==> config.mk <==
export PLATFORM = sky130hd
export DESIGN_NAME = fan_pwm_soft_ramp_controller_unit_flat
export DESIGN_NICKNAME = d
export VERILOG_FILES = /design/src/rtl/fpsr_pkg.sv /design/src/rtl/fpsr_cmd_if.sv /design/src/rtl/fpsr_status_if.sv /design/src/rtl/fan_pwm_soft_ramp_controller_unit.sv /design/src/flat_wrapper.sv
export SDC_FILE = /design/constraint.sdc
export NUM_CORES = 1
export LEC_CHECK = 0
export ABC_AREA = 1
export BUFFER_PORTS_ARGS = -buffer_cell sky130_fd_sc_hd__buf_2
export CORE_MARGIN = 10
export CORE_UTILIZATION = 28
export DETAILED_ROUTE_END_ITERATION = 12
export PLACE_DENSITY = 0.54
export SLEW_MARGIN = 20
export SYNTH_ARGS = -nofsm -noshare
export SYNTH_HDL_FRONTEND = slang
export SYNTH_SLANG_ARGS = --single-unit
export TNS_END_PERCENT = 20
==> constraint.sdc <==
create_clock -name clk -period 3.77 [get_ports clk]
set_clock_uncertainty 0.2 [all_clocks]
set_input_delay 0 -clock clk [delete_from_list [all_inputs] [get_ports clk]]
set_output_delay 0 -clock clk [all_outputs]
set_load 0.03 [all_outputs]
==> src/rtl/fpsr_pkg.sv <==
`timescale 1ns / 1ps
// ----------------------------------------------------------------------------
// fpsr_pkg: shared types and constants
// Types, register map and codes for the fan PWM soft-ramp controller.
// ----------------------------------------------------------------------------
package fpsr_pkg;

  localparam int unsigned DutyW     = 7;
  localparam int unsigned ValueW    = 8;
  localparam int unsigned IntervalW = 10;
  localparam int unsigned DelayW    = 16;
  localparam int unsigned ApbDataW  = 32;
  localparam int unsigned ApbAddrW  = 4;

  localparam logic [DutyW-1:0]     DutyCeil         = 7'd100;
  localparam logic [IntervalW-1:0] IntervalMax      = 10'd1023;
  localparam logic [DelayW-1:0]    HoldMax          = 16'hFFFF;

  localparam logic [IntervalW-1:0] RampIntervalRst  = 10'd50;
  localparam logic [DutyW-1:0]     RampStepRst      = 7'd1;
  localparam logic [DelayW-1:0]    StopDelayRst     = 16'd200;
  localparam logic [DutyW-1:0]     DutyLimitRst     = 7'd100;

  typedef enum logic [1:0] {
    MODE_TICK   = 2'd0,
    MODE_TARGET = 2'd1,
    MODE_STOP   = 2'd2,
    MODE_DUTY   = 2'd3
  } mode_t;

  typedef enum logic [1:0] {
    ST_IDLE     = 2'd0,
    ST_RUN      = 2'd1,
    ST_STOPPING = 2'd2
  } state_t;

  typedef enum logic [1:0] {
    REG_RAMP_INTERVAL = 2'd0,
    REG_RAMP_STEP     = 2'd1,
    REG_STOP_DELAY    = 2'd2,
    REG_DUTY_LIMIT    = 2'd3
  } reg_idx_t;

  typedef struct packed {
    logic [DutyW-1:0] pwm_duty;
    logic [DutyW-1:0] target_level;
    logic [1:0]       run_state;
  } result_t;

endpackage

==> src/rtl/fpsr_cmd_if.sv <==
`timescale 1ns / 1ps
// ----------------------------------------------------------------------------
// fpsr_cmd_if: command channel
// Valid/ready channel carrying one tick or command beat.
// ----------------------------------------------------------------------------
interface fpsr_cmd_if;
  logic                         valid;
  logic                         ready;
  logic [1:0]                   mode;
  logic [fpsr_pkg::ValueW-1:0]  value;

  modport source (output valid, output mode, output value, input ready);
  modport sink   (input valid, input mode, input value, output ready);
endinterface

==> src/rtl/fpsr_status_if.sv <==
`timescale 1ns / 1ps
// ----------------------------------------------------------------------------
// fpsr_status_if: status channel
// Valid/ready channel carrying one duty/target/state result beat.
// ----------------------------------------------------------------------------
interface fpsr_status_if;
  logic                        valid;
  logic                        ready;
  logic [fpsr_pkg::DutyW-1:0]  pwm_duty;
  logic [fpsr_pkg::DutyW-1:0]  target_level;
  logic [1:0]                  run_state;

  modport source (output valid, output pwm_duty, output target_level, output run_state,
                  input ready);
  modport sink   (input valid, input pwm_duty, input target_level, input run_state,
                  output ready);
endinterface

==> src/rtl/fan_pwm_soft_ramp_controller_unit.sv <==
`timescale 1ns / 1ps
// ----------------------------------------------------------------------------
// fan_pwm_soft_ramp_controller_unit: fan PWM soft-ramp controller
// Slew-limits the fan duty toward a target on ticks, ramps to zero on stop,
// holds, then returns to idle; a duty beat sets the duty directly.
//
//   channel  dir  beat contents
//   cmd      in   mode, value
//   status   out  pwm_duty, target_level, run_state
//   apb      in   register writes/reads (4 regs at 4*i)
//
// One beat per cycle while cmd is ready; each updates the state and its result
// enters the two-entry output stage (result, or skid if result is held), so
// cmd stays ready while one result waits. rst is synchronous and clears state
// and registers to defaults. status stalls only block cmd once both are full.
// ----------------------------------------------------------------------------
module fan_pwm_soft_ramp_controller_unit (
  input  logic                           clk,
  input  logic                           rst,
  fpsr_cmd_if.sink                       cmd,
  fpsr_status_if.source                  status,
  input  logic                           psel,
  input  logic                           penable,
  input  logic                           pwrite,
  input  logic [fpsr_pkg::ApbAddrW-1:0]  paddr,
  input  logic [fpsr_pkg::ApbDataW-1:0]  pwdata,
  output logic [fpsr_pkg::ApbDataW-1:0]  prdata,
  output logic                           pready
);

  logic [fpsr_pkg::IntervalW-1:0] step_period;
  logic [fpsr_pkg::DutyW-1:0]     step_size;
  logic [fpsr_pkg::DelayW-1:0]    hold_delay;
  logic [fpsr_pkg::DutyW-1:0]     duty_limit;

  fpsr_pkg::state_t               fsm_state, fsm_state_next;
  logic [fpsr_pkg::DutyW-1:0]     current_level, current_level_next;
  logic [fpsr_pkg::DutyW-1:0]     goal_level, goal_level_next;
  logic [fpsr_pkg::IntervalW-1:0] interval_elapsed, interval_elapsed_next;
  logic                           hold_started, hold_started_next;
  logic [fpsr_pkg::DelayW-1:0]    hold_elapsed, hold_elapsed_next;

  fpsr_pkg::result_t              head, skid, result_next;
  logic                           head_valid, skid_valid;

  logic                           cfg_wr;
  fpsr_pkg::reg_idx_t             cfg_idx;
  logic                           push, pop;

  // register port
  assign pready  = 1'b1;
  assign cfg_wr  = psel && penable && pwrite && pready;
  assign cfg_idx = fpsr_pkg::reg_idx_t'(paddr[3:2]);

  always_ff @(posedge clk) begin
    if (rst) begin
      step_period <= fpsr_pkg::RampIntervalRst;
      step_size   <= fpsr_pkg::RampStepRst;
      hold_delay  <= fpsr_pkg::StopDelayRst;
      duty_limit  <= fpsr_pkg::DutyLimitRst;
    end else if (cfg_wr) begin
      unique case (cfg_idx)
        fpsr_pkg::REG_RAMP_INTERVAL: step_period <= pwdata[fpsr_pkg::IntervalW-1:0];
        fpsr_pkg::REG_RAMP_STEP:     step_size   <= pwdata[fpsr_pkg::DutyW-1:0];
        fpsr_pkg::REG_STOP_DELAY:    hold_delay  <= pwdata[fpsr_pkg::DelayW-1:0];
        fpsr_pkg::REG_DUTY_LIMIT:    duty_limit  <= pwdata[fpsr_pkg::DutyW-1:0];
        default: ;
      endcase
    end
  end

  always_comb begin
    unique case (cfg_idx)
      fpsr_pkg::REG_RAMP_INTERVAL:
        prdata = {{(fpsr_pkg::ApbDataW-fpsr_pkg::IntervalW){1'b0}}, step_period};
      fpsr_pkg::REG_RAMP_STEP:
        prdata = {{(fpsr_pkg::ApbDataW-fpsr_pkg::DutyW){1'b0}}, step_size};
      fpsr_pkg::REG_STOP_DELAY:
        prdata = {{(fpsr_pkg::ApbDataW-fpsr_pkg::DelayW){1'b0}}, hold_delay};
      fpsr_pkg::REG_DUTY_LIMIT:
        prdata = {{(fpsr_pkg::ApbDataW-fpsr_pkg::DutyW){1'b0}}, duty_limit};
      default: prdata = '0;
    endcase
  end

  // beat handshake
  assign cmd.ready = !skid_valid;
  assign push      = cmd.valid && cmd.ready;
  assign pop       = status.valid && status.ready;

  // next-state logic
  always_comb begin
    logic [fpsr_pkg::DutyW-1:0]     lim;
    logic [fpsr_pkg::DutyW-1:0]     req;
    logic [fpsr_pkg::IntervalW-1:0] iv_inc;
    logic                           boundary;
    logic [fpsr_pkg::DutyW:0]       up_sum;
    logic [fpsr_pkg::DutyW-1:0]     dn_diff;
    logic [fpsr_pkg::DutyW-1:0]     dn_goal;
    logic [fpsr_pkg::DelayW-1:0]    hold_inc;

    lim = (duty_limit > fpsr_pkg::DutyCeil) ? fpsr_pkg::DutyCeil : duty_limit;
    req = (cmd.value > {1'b0, lim}) ? lim : cmd.value[fpsr_pkg::DutyW-1:0];

    iv_inc   = (interval_elapsed == fpsr_pkg::IntervalMax) ? interval_elapsed
                                                          : interval_elapsed + 1'b1;
    boundary = (iv_inc >= step_period);

    up_sum  = {1'b0, current_level} + {1'b0, step_size};
    dn_diff = (current_level >= step_size) ? current_level - step_size : '0;
    dn_goal = (dn_diff < goal_level) ? goal_level : dn_diff;

    hold_inc = (hold_started && hold_elapsed != fpsr_pkg::HoldMax) ? hold_elapsed + 1'b1
                                                                   : hold_elapsed;

    fsm_state_next        = fsm_state;
    current_level_next    = current_level;
    goal_level_next       = goal_level;
    interval_elapsed_next = interval_elapsed;
    hold_started_next     = hold_started;
    hold_elapsed_next     = hold_elapsed;

    case (fpsr_pkg::mode_t'(cmd.mode))
      fpsr_pkg::MODE_TICK: begin
        if (fsm_state == fpsr_pkg::ST_RUN) begin
          interval_elapsed_next = boundary ? '0 : iv_inc;
          if (boundary) begin
            if (current_level < goal_level) begin
              current_level_next = (up_sum > {1'b0, goal_level}) ? goal_level
                                                                 : up_sum[fpsr_pkg::DutyW-1:0];
            end else if (current_level > goal_level) begin
              current_level_next = dn_goal;
            end
          end
        end else if (fsm_state == fpsr_pkg::ST_STOPPING) begin
          hold_elapsed_next     = hold_inc;
          interval_elapsed_next = boundary ? '0 : iv_inc;
          if (boundary) begin
            if (current_level != '0) begin
              current_level_next = dn_diff;
            end else if (!hold_started) begin
              hold_started_next = 1'b1;
              hold_elapsed_next = '0;
            end else if (hold_inc >= hold_delay) begin
              hold_started_next = 1'b0;
              hold_elapsed_next = '0;
              fsm_state_next    = fpsr_pkg::ST_IDLE;
            end
          end
        end
      end
      fpsr_pkg::MODE_TARGET: begin
        goal_level_next = req;
        if (fsm_state != fpsr_pkg::ST_RUN) begin
          fsm_state_next        = fpsr_pkg::ST_RUN;
          interval_elapsed_next = '0;
          hold_started_next     = 1'b0;
          hold_elapsed_next     = '0;
        end
      end
      fpsr_pkg::MODE_STOP: begin
        if (fsm_state == fpsr_pkg::ST_RUN) begin
          goal_level_next       = '0;
          fsm_state_next        = fpsr_pkg::ST_STOPPING;
          interval_elapsed_next = '0;
          hold_started_next     = 1'b0;
          hold_elapsed_next     = '0;
        end
      end
      default: begin
        current_level_next = req;
      end
    endcase

    result_next.pwm_duty     = current_level_next;
    result_next.target_level = goal_level_next;
    result_next.run_state    = fsm_state_next;
  end

  always_ff @(posedge clk) begin
    if (rst) begin
      fsm_state        <= fpsr_pkg::ST_IDLE;
      current_level    <= '0;
      goal_level       <= '0;
      interval_elapsed <= '0;
      hold_started     <= 1'b0;
      hold_elapsed     <= '0;
    end else if (push) begin
      fsm_state        <= fsm_state_next;
      current_level    <= current_level_next;
      goal_level       <= goal_level_next;
      interval_elapsed <= interval_elapsed_next;
      hold_started     <= hold_started_next;
      hold_elapsed     <= hold_elapsed_next;
    end
  end

  // result + skid stage
  always_ff @(posedge clk) begin
    if (rst) begin
      head_valid <= 1'b0;
      skid_valid <= 1'b0;
    end else if (!head_valid || pop) begin
      if (skid_valid) begin
        head_valid <= 1'b1;
        skid_valid <= 1'b0;
      end else begin
        head_valid <= push;
      end
    end else if (push) begin
      skid_valid <= 1'b1;
    end
  end

  always_ff @(posedge clk) begin
    if (!head_valid || pop) begin
      head <= skid_valid ? skid : result_next;
    end
    if (push) begin
      skid <= result_next;
    end
  end

  assign status.valid        = head_valid;
  assign status.pwm_duty     = head.pwm_duty;
  assign status.target_level = head.target_level;
  assign status.run_state    = head.run_state;

endmodule
==> src/flat_wrapper.sv <==
// flat-port wrapper written by rule: the top's interface ports become plain ports
module fan_pwm_soft_ramp_controller_unit_flat 
  (clk, rst, psel, penable, pwrite, paddr, pwdata, prdata, pready, cmd_valid, cmd_mode, cmd_value, cmd_ready, status_valid, status_pwm_duty, status_target_level, status_run_state, status_ready);
  fpsr_cmd_if cmd_i ();
  fpsr_status_if status_i ();
  input  logic clk;
  input  logic rst;
  input  logic psel;
  input  logic penable;
  input  logic pwrite;
  input  logic [fpsr_pkg::ApbAddrW-1:0] paddr;
  input  logic [fpsr_pkg::ApbDataW-1:0] pwdata;
  output logic [fpsr_pkg::ApbDataW-1:0] prdata;
  output logic pready;
  input wire logic [$bits(cmd_i.valid)-1:0] cmd_valid;
  input wire logic [$bits(cmd_i.mode)-1:0] cmd_mode;
  input wire logic [$bits(cmd_i.value)-1:0] cmd_value;
  output wire logic [$bits(cmd_i.ready)-1:0] cmd_ready;
  output wire logic [$bits(status_i.valid)-1:0] status_valid;
  output wire logic [$bits(status_i.pwm_duty)-1:0] status_pwm_duty;
  output wire logic [$bits(status_i.target_level)-1:0] status_target_level;
  output wire logic [$bits(status_i.run_state)-1:0] status_run_state;
  input wire logic [$bits(status_i.ready)-1:0] status_ready;
  assign cmd_i.valid = cmd_valid;
  assign cmd_i.mode = cmd_mode;
  assign cmd_i.value = cmd_value;
  assign cmd_ready = cmd_i.ready;
  assign status_valid = status_i.valid;
  assign status_pwm_duty = status_i.pwm_duty;
  assign status_target_level = status_i.target_level;
  assign status_run_state = status_i.run_state;
  assign status_i.ready = status_ready;
  fan_pwm_soft_ramp_controller_unit u_core (.clk(clk), .rst(rst), .cmd(cmd_i), .status(status_i), .psel(psel), .penable(penable), .pwrite(pwrite), .paddr(paddr), .pwdata(pwdata), .prdata(prdata), .pready(pready));
endmodule
==> implementation parameters, run 1 <==
Parameter                              Value

CTS
  Largest buffer count on any clock path ... 2
  Clk sinks ... about 120
  Clk slew on worst S/H paths ... 0.06 ns
  Number of buffers added by the clock tree synthesis step ... 17
  Clk_lat worst skew ... approximately 0.43 ns
  CTS tree ... built
  H-tree Lvls ... 4
  Root buffer cell ... clkbuf_16

Global route
  Vias in the first global route ... ~7300
  First-pass GRT wire length ... around 40000 um
  Pin count of the biggest net entering global routing ... 44
  Antenna violations before repair ... 0
  Total congestion overflow ... 0
  Aggregate global-route resource usage ... a little over an eighth

Floorplanning
  Initial core utilization ... 28.4%
  Horizontal extent of the die ... approximately 190 um
  Top-level I/O count ... roughly 100
  Number of rows created at floorplan ... 62
  Chip Height ... approximately 190 um
  Area of the core region ... 28700 sq um
  Die Area ... between 30000 and 40000 sq um

Pwr
  Internal cell power ... around 2.7 mW
  Power per Cell Area ... around 390 nW/um^2
  Clock share of power ... 39.5%
  Leakage power figure ... a little under 5 nW
  Combinational share of power ... a little over a quarter
  Share of total power in sequential cells ... 34.4%
  Worst vdd rail ir drop ... 226 uV
  Switch share ... between 30 and 40%
  Switching power ... ~1.4 mW

Hold path
  Classification of the worst-slack hold path ... in2reg

Detailed routing
  DRC Markers ... 0
  Number of violations reported at the end of detailed-routing iteration 0 ... slightly above 600
  Via-to-Cell Ratio ... 4.68
  Detailed Routing Iterations Pass 1 ... 5
  Final WL ... roughly 25000 um
  Total via count after detailed routing ... between 7000 and 8000
  Average wire per standard cell ... between 10 and 15 um
  Final ANT Viol Nets ... 0

Critical path
  Instance count on the critical path ... 27
  Crit. Startpoint ... u_core.hold_elapsed[1]$_SDFFE_PP0P_
  Data arrival, critical path ... between 3 and 4 ns
  Cell seen most often among critical-path stages ... nand3_2
  Critical path launch point type ... flip-flop
  Worst R2R Setup Slack ... ~0.11 ns
  Cell type of the slowest stage on the worst timing path ... dfxtp_2
  Startpoint of the most critical register-to-register path ... u_core.hold_elapsed[1]$_SDFFE_PP0P_
  Capture instance of the worst register-to-register path ... u_core.status.run_state[1]$_DFFE_PP_
  Capturing element of the worst setup path ... u_core.status.run_state[1]$_DFFE_PP_
  Buffers and inverters on the worst path ... 2
  Dominant delay contributor by cell family on the critical path ... simple AND/OR/NAND/NOR gates
  Critical Path Fanout Max ... 3
  Worst setup path category ... reg2reg
  CP peak stage delay ... around 0.33 ns
  Data required time of the critical path ... around 3.8 ns
  Crit end category ... flip-flop
  FF-to-FF path depth ... 27

Yosys
  Post-Synthesis Cells ... 1143
  Fraction of the yosys area taken by sequential cells ... 32.6%
  Average cell area after synthesis ... a little over 7 sq um
  Synthesis Warnings ... 0
  Number of distinct standard cells referenced by the synthesized netlist ... 51
  Seq cells post-synth ... between 100 and 150
  Netlist Area Pre-Place ... ~8200 sq um

STA
  Min Hold Slack ... between 0.01 and 0.015 ns
  Hold Fails Final Rpt ... 0
  Number of max-slew violations in the final report ... 0
  Slew margin rel. ... 41.3%
  Final worst path period need ... 3.66 ns
  Slew @ Worst Pin ... about 0.88 ns
  Max frequency ... ~0.27 GHz
  Final period util ... a little over nine tenths
  Final setup violating endpoints ... 0
  Unrepaired setup endpoints after global routing ... true

Layout
  Ratio of cells with drive above 1 in the final layout ... 23.0%
  Most common library cell in the layout ignoring fill and taps ... nand2_1
  Final net count ... 1417
  Antenna diode count ... 0
  Cell area after layout ... about 10000 sq um
  Final cell count without fillers ... 1686
  Growth of design area from synthesis to finish ... 28.4%
  Final standard cell utilization of the core ... 36.5%
  Most used cells in the layout excluding fill and tap cells ... nand2_1, inv_1, a21oi_1

Placed design
  Placed insts ... roughly 1600
  Post-detailed-placement cell area ... between 9000 and 10000 sq um
  Routability Congestion ... between 0.8 and 0.9
  Number of input and output port buffers inserted ... slightly below 70
  Half-perimeter wire length after detailed placement ... between 15000 and 20000 um

Status
  Status ... finished clean

Job
  Number of maximum-capacitance violations ... 0
==> power by group through the flow <==
stage | registers [mW] | clock network [mW] | logic [mW]
3_3_place_gp | 1.42 | 0 | 0.964
5_1_grt | 1.40 | 1.67 | 1.17
3_5_place_dp | 1.42 | 0 | 0.973
4_1_cts | 1.39 | 1.62 | 1.00
2_1_floorplan | 1.47 | 0 | 0.627
6_report | 1.40 | 1.60 | 1.06
==> repair_timing <==
action | 4_1_cts | 5_1_grt
hold buffers | 37 | 0
endpoints found under the hold margin | 85 | 0
setup endpoints to repair | 14 | 40
resized for setup | 1 | 96
pin swaps | 0 | 36
gates cloned | 0 | 2
setup buffers | 0 | 14
==> layer usage <==
layer  routed length (um)  vias to the layer above  track usage (%)
met3                 1400                       31             2.89
met2                11600                      229             21.9
met5                    0                        -                0
met4                  374                        0             3.45
li1                     -                     4028                -
met1                11700                     3603             17.9
==> final cells by class <==
| class | instances | area, sq um |
|---|---|---|
| flip-flops and latches | 117 | 2680 |
| clock buffers | 20 | 457 |
| well taps | 384 | 480 |
| repair buffers | 158 | 1110 |
| multi-input cells | 832 | 5010 |
| inverters | 163 | 619 |
| fillers | 3049 | 18200 |
| clock inverters | 12 | 116 |
==> synth_stat cells (all sizes together) <==
master | n | area [sq um]
a211oi | 2 | 25.0
a21boi | 1 | 7.51
a21oi | 128 | 682
a221oi | 2 | 17.5
a31o | 3 | 26.3
and2 | 1 | 6.26
buf | 28 | 206
clkbuf | 20 | 75.1
clkinv | 3 | 12.5
conb | 2 | 7.51
dfxtp | 85 | 1700
edfxtp | 32 | 961
fa | 2 | 40.0
ha | 73 | 913
inv | 160 | 603
nand2 | 289 | 1150
nand3 | 53 | 275
nand3b | 2 | 15.0
nand4 | 9 | 56.3
nor2 | 82 | 320
nor3 | 13 | 81.3
nor3b | 2 | 20.0
nor4 | 1 | 6.26
o2111ai | 4 | 35.0
o211ai | 13 | 97.6
o21a | 3 | 22.5
o21ai | 92 | 487
o21bai | 1 | 7.51
o22ai | 10 | 62.6
o311ai | 1 | 8.76
or2 | 3 | 18.8
xnor2 | 8 | 70.1
xor2 | 15 | 131
==> flip-flops by register name, summed over array words and instances (netlist names), 2 cells and up <==
name                        flops
u_core.hold_delay              16
u_core.hold_elapsed            16
u_core.skid                    16
u_core.interval_elapsed        10
u_core.step_period             10
u_core.current_level            7
u_core.duty_limit               7
u_core.goal_level               7
u_core.status.pwm_duty          7
u_core.status.target_level      7
u_core.step_size                7
u_core.fsm_state                2
u_core.status.run_state         2
==> tightest hold or removal path, delay by kind of cell <==
| family | cells | cell delay (ns) |
|---|---|---|
| AND/OR/NAND/NOR | 4 | 0.46 |
| buffers and inverters | 1 | 0.13 |
==> cell families (layout without fill, tap and decap cells) <==
| group | Yosys count | after routing | share of synthesized area [%] |
|---|---|---|---|
| other cells | 2 | 17 | 0.0921 |
| simple gates | 455 | 457 | 24.0 |
| xor+xnor | 23 | 23 | 2.47 |
| buf+inv | 211 | 353 | 11.0 |
| fa+ha+maj | 75 | 75 | 11.7 |
| compound gates | 260 | 260 | 18.1 |
| flops | 117 | 117 | 32.6 |
==> how the worst min path moves through the flow <==
stage,cells after the start,to,from,slack (ns)
2_1_floorplan,2,u_core.duty_limit[2]$_SDFFE_PP1P_,pwdata[2],-0.07
3_3_place_gp,3,u_core.hold_delay[7]$_SDFFE_PP1P_,pwdata[7],0.04
3_5_place_dp,3,u_core.hold_delay[7]$_SDFFE_PP1P_,pwdata[7],0.04
4_1_cts,5,u_core.duty_limit[2]$_SDFFE_PP1P_,paddr[2],0.0005
5_1_grt,5,u_core.skid[12]$_DFFE_PP_,cmd_value[3],0.05
6_report,5,u_core.duty_limit[2]$_SDFFE_PP1P_,paddr[2],0.01
==> metrics by stage <==
stage                     setup TNS (ns)  worst slack [ns]  total power, mW
after detailed placement               0            0.0194             2.39
final                                  0             0.115             4.05
after floorplan                        0             0.327             2.10
after global placement                 0            0.0225             2.38
after CTS                              0           0.00172             4.02
after global routing              -0.343            -0.141             4.24
No activity file was read; power rests on OpenSTA's default activity.
==> inputs of run 2 (changes only) <==
ABC_AREA = 0   (was 1)
PLACE_DENSITY = 0.53   (was 0.54)
clock period = 3.5 ns   (was 3.77 ns; I/O delays follow)
==> implementation parameters, run 2 <==
Parameter                              Value

Yosys
  Share of synthesized registers carrying an async set or reset ... 0% (unchanged)
  Top cell type by total area after synthesis ... dfxtp_1
  Flip-flop cell with the highest count after synthesis ... dfxtp_1
  Area share of the largest cell type after synthesis ... 20.6% (-0.27 points)
  Post-Synthesis Cells ... 976 (-15%)
  Fraction of the yosys area taken by sequential cells ... 32.2% (-0.42 points)
  Synthesis Warnings ... 0 (unchanged)
  Synth top cells by count ... nor2_1, nand2_1, dfxtp_1
  Number of distinct standard cells referenced by the synthesized netlist ... 81 (+59%)
  Seq cells post-synth ... 117 (unchanged)
  Average cell area after synthesis ... 8.46 sq um (+19%)
  Library cell with the highest instance count after synthesis ... nor2_1
  Leading cell types by total area after synthesis ... dfxtp_1, edfxtp_1, ha_1, nor2_1, nand2_1
  Number of flops mapped to enable cells by yosys ... 32 (unchanged)
  Netlist Area Pre-Place ... 8260 sq um (+1.3%)

Global route
  Vias in the first global route ... 8130 (+11%)
  Aggregate global-route resource usage ... 14.9% (+1.4 points)
  Antenna violations before repair ... 1 (+1)
  Total congestion overflow ... 0 (unchanged)
  Pin count of the biggest net entering global routing ... 52 (+18%)
  First-pass GRT wire length ... 43800 um (+11%)

Placed design
  Half-perimeter wire length after detailed placement ... 21200 um (+12%)
  Number of input and output port buffers inserted ... 68 (unchanged)
  Routability Congestion ... 0.960 (+9.0%)

Detailed routing
  Total via count after detailed routing ... 8112 (+2.8%)
  DRC Markers ... 0 (unchanged)
  Highest metal used ... met4
  Via-to-Cell Ratio ... 4.95 (+5.7%)
  Routed length on met3 ... 1600 um (+14%)
  Met1 wire length ... 13200 um (+12%)
  Final ANT Viol Nets ... 0 (unchanged)
  Met2 wire length ... 12300 um (+6.0%)
  Final WL ... 27800 um (+11%)
  Number of violations reported at the end of detailed-routing iteration 0 ... 589 (-5.0%)
  Detailed Routing Iterations Pass 1 ... 5 (unchanged)
  Average wire per standard cell ... 17.0 um (+14%)

Status
  Failing checks ... setup timing
  Status ... complete, but fails checks

Hold path
  End point of the most critical hold path ... u_core.fsm_state[1]$_SDFFE_PP0P_
  Classification of the worst-slack hold path ... in2reg
  Source of the worst hold timing path ... cmd_mode[1]
  Cell depth of the worst min-delay path ... 4 (-1)

STA
  Unrepaired setup endpoints after global routing ... true
  Number of max-slew violations in the final report ... 0 (unchanged)
  Hold Fails Final Rpt ... 0 (unchanged)
  Slew @ Worst Pin ... 0.972 ns (+0.0918 ns)
  Final worst slack ... -0.675 ns (-0.790 ns)
  Max frequency ... 0.239 GHz (-12%)
  Final worst path period need ... 4.18 ns (+0.520 ns)
  Min Hold Slack ... 0.0191 ns (+0.00832 ns)
  Final setup violating endpoints ... 39 (+39)
  Final period util ... 119% (+22 points)
  Slew margin rel. ... 34.7% (-6.5 points)

Critical path
  Worst setup path category ... reg2reg
  Data arrival, critical path ... 4.16 ns (+0.52 ns)
  Critical path launch point type ... flip-flop
  Data required time of the critical path ... 3.48 ns (-0.28 ns)
  Critical Path Fanout Max ... 3 (unchanged)
  Capture instance of the worst register-to-register path ... u_core.status.pwm_duty[4]$_DFFE_PP_
  FF-to-FF path depth ... 14 (-48%)
  Cell Chain, Critical Path ... ha_4 > fa_2 > nand2b_1 > a221oi_2 > or4_4 > nand3_4 > ha_4 > a22o_1 > or4_4 > a211oi_4 > mux2_4 > o22ai_4 > o211ai_1 > mux2_4
  CP peak stage delay ... 0.44 ns (+0.11 ns)
  Startpoint of the most critical register-to-register path ... u_core.step_size[0]$_SDFFE_PP1P_
  Cell type of the slowest stage on the worst timing path ... or4_4
  Worst R2R Setup Slack ... -0.68 ns (-0.79 ns)
  Crit end category ... flip-flop

Floorplanning
  Initial core utilization ... 28.6% (+0.14 points)
  Die Area ... 36800 sq um (+1.2%)
  Number of rows created at floorplan ... 62 (unchanged)
  Top-level I/O count ... 104 (unchanged)
  Area of the core region ... 28900 sq um (+0.81%)
  Horizontal extent of the die ... 192 um (+0.58%)
  Chip Height ... 192 um (+0.58%)

Layout
  Most used cells in the layout excluding fill and tap cells ... buf_4, nor2_1, nand2_1
  Top flop regs ... u_core.hold_delay: 16 flops, u_core.hold_elapsed: 16 flops, u_core.skid: 16 flops
  Fill cell total of the finished layout ... 2897 (-5.0%)
  Growth of design area from synthesis to finish ... 42.0%
  Most common library cell in the layout ignoring fill and taps ... buf_4
  Final net count ... 1369 (-3.4%)
  Ratio of cells with drive above 1 in the final layout ... 33.1% (+10 points)
  Final standard cell utilization of the core ... 40.5% (+4.1 points)

CTS
  Root buffer cell ... clkbuf_16
  Largest buffer count on any clock path ... 2 (unchanged)
  Clk_lat worst skew ... 0.43 ns (about the same)
  Number of buffers added by the clock tree synthesis step ... 17 (unchanged)
  CTS tree ... built
  H-tree Lvls ... 4 (unchanged)
  Clk sinks ... 117 (unchanged)
  Clk slew on worst S/H paths ... 0.07 ns (about the same)

Pwr
  Power per Cell Area ... 405 nW/um^2 (+4.7%)
  Leakage power figure ... 5.14 nW (+6.8%)
  Worst vdd rail ir drop ... 275 uV (+22%)

Job
  Number of maximum-capacitance violations ... 0 (unchanged)
[run 2: worst max path at each step]
| stage | start | endpoint | depth (start not counted) |
|---|---|---|---|
| 2_1_floorplan | u_core.current_level[0]$_SDFFE_PP0P_ | u_core.status.pwm_duty[2]$_DFFE_PP_ | 14 |
| 3_3_place_gp | u_core.step_size[0]$_SDFFE_PP1P_ | u_core.current_level[3]$_SDFFE_PP0P_ | 16 |
| 3_5_place_dp | u_core.step_size[0]$_SDFFE_PP1P_ | u_core.current_level[3]$_SDFFE_PP0P_ | 16 |
| 4_1_cts | u_core.step_size[0]$_SDFFE_PP1P_ | u_core.status.pwm_duty[2]$_DFFE_PP_ | 14 |
| 5_1_grt | u_core.current_level[0]$_SDFFE_PP0P_ | u_core.status.pwm_duty[2]$_DFFE_PP_ | 17 |
| 6_report | u_core.step_size[0]$_SDFFE_PP1P_ | u_core.status.pwm_duty[4]$_DFFE_PP_ | 14 |
[run 2: cell families after synthesis]
| group | synth area share (%) |
|---|---|
| and+or+nand+nor | 18.9 |
| AOI/OAI and AO/OA | 19.1 |
| buffers and inverters | 6.47 |
| DFF | 32.2 |
| adders and majority gates | 11.7 |
| muxes | 7.86 |
| xor gates and xnor gates | 3.71 |
| other | 0.0909 |
[run 2: through the flow]
step	setup TNS (ns)	total power [mW]	setup WS, ns	area (sq um)	instances
3_3_place_gp	-15.80	2.65	-0.856	10200	1564
3_5_place_dp	-18.08	2.66	-0.885	10200	1564
6_report	-10.92	4.76	-0.675	11700	1640
2_1_floorplan	-8.10	2.22	-0.557	8390	991
4_1_cts	-10.20	4.70	-0.656	11500	1637
5_1_grt	-19.53	4.95	-0.799	11700	1638
[run 2: area by class of cell]
cell class | count | area, sq um | area share (%)
clock buffers | 22 | 507 | 4.32
inverters | 71 | 267 | 2.27
repair buffers | 284 | 2030 | 17.3
diodes | 2 | 5.00 | 0.0427
well taps | 384 | 480 | 4.10
flip-flops and latches | 117 | 2680 | 22.8
clock inverters | 10 | 115 | 0.981
multi-input cells | 750 | 5650 | 48.1
[run 2: repair_timing]
action                                  in CTS  in global routing
endpoints found under the setup margin      45                 52
cloned                                       0                  0
buffers inserted                            18                  1
hold buffers                                23                  0
gates resized for setup                     62                 36
pin swaps                                   26                 11
endpoints found under the hold margin       54                  0
[run 2: report_power, final]
part           leakage, nW  internal, mW  switching (mW)
combinational         3.80         0.627           0.756
clock                0.307          1.17           0.701
sequential            1.04          1.46          0.0366
[run 2: layer usage]
layer  up-vias  track usage [%]
met4         0             5.05
met2       279             23.2
met3        51             2.54
li1       3994                -
met1      3788             20.5
met5         -                0
[run 2: critical path: cells and delay by family, from the launching register on]
family / cells / cell delay, ns
AO/OA/AOI/OAI: 5 / 0.95
AND/OR/NAND/NOR: 4 / 1.09
multiplexers: 2 / 0.64
flip-flops: 1 / 0.35
adder cells (fa/ha/maj): 3 / 0.72
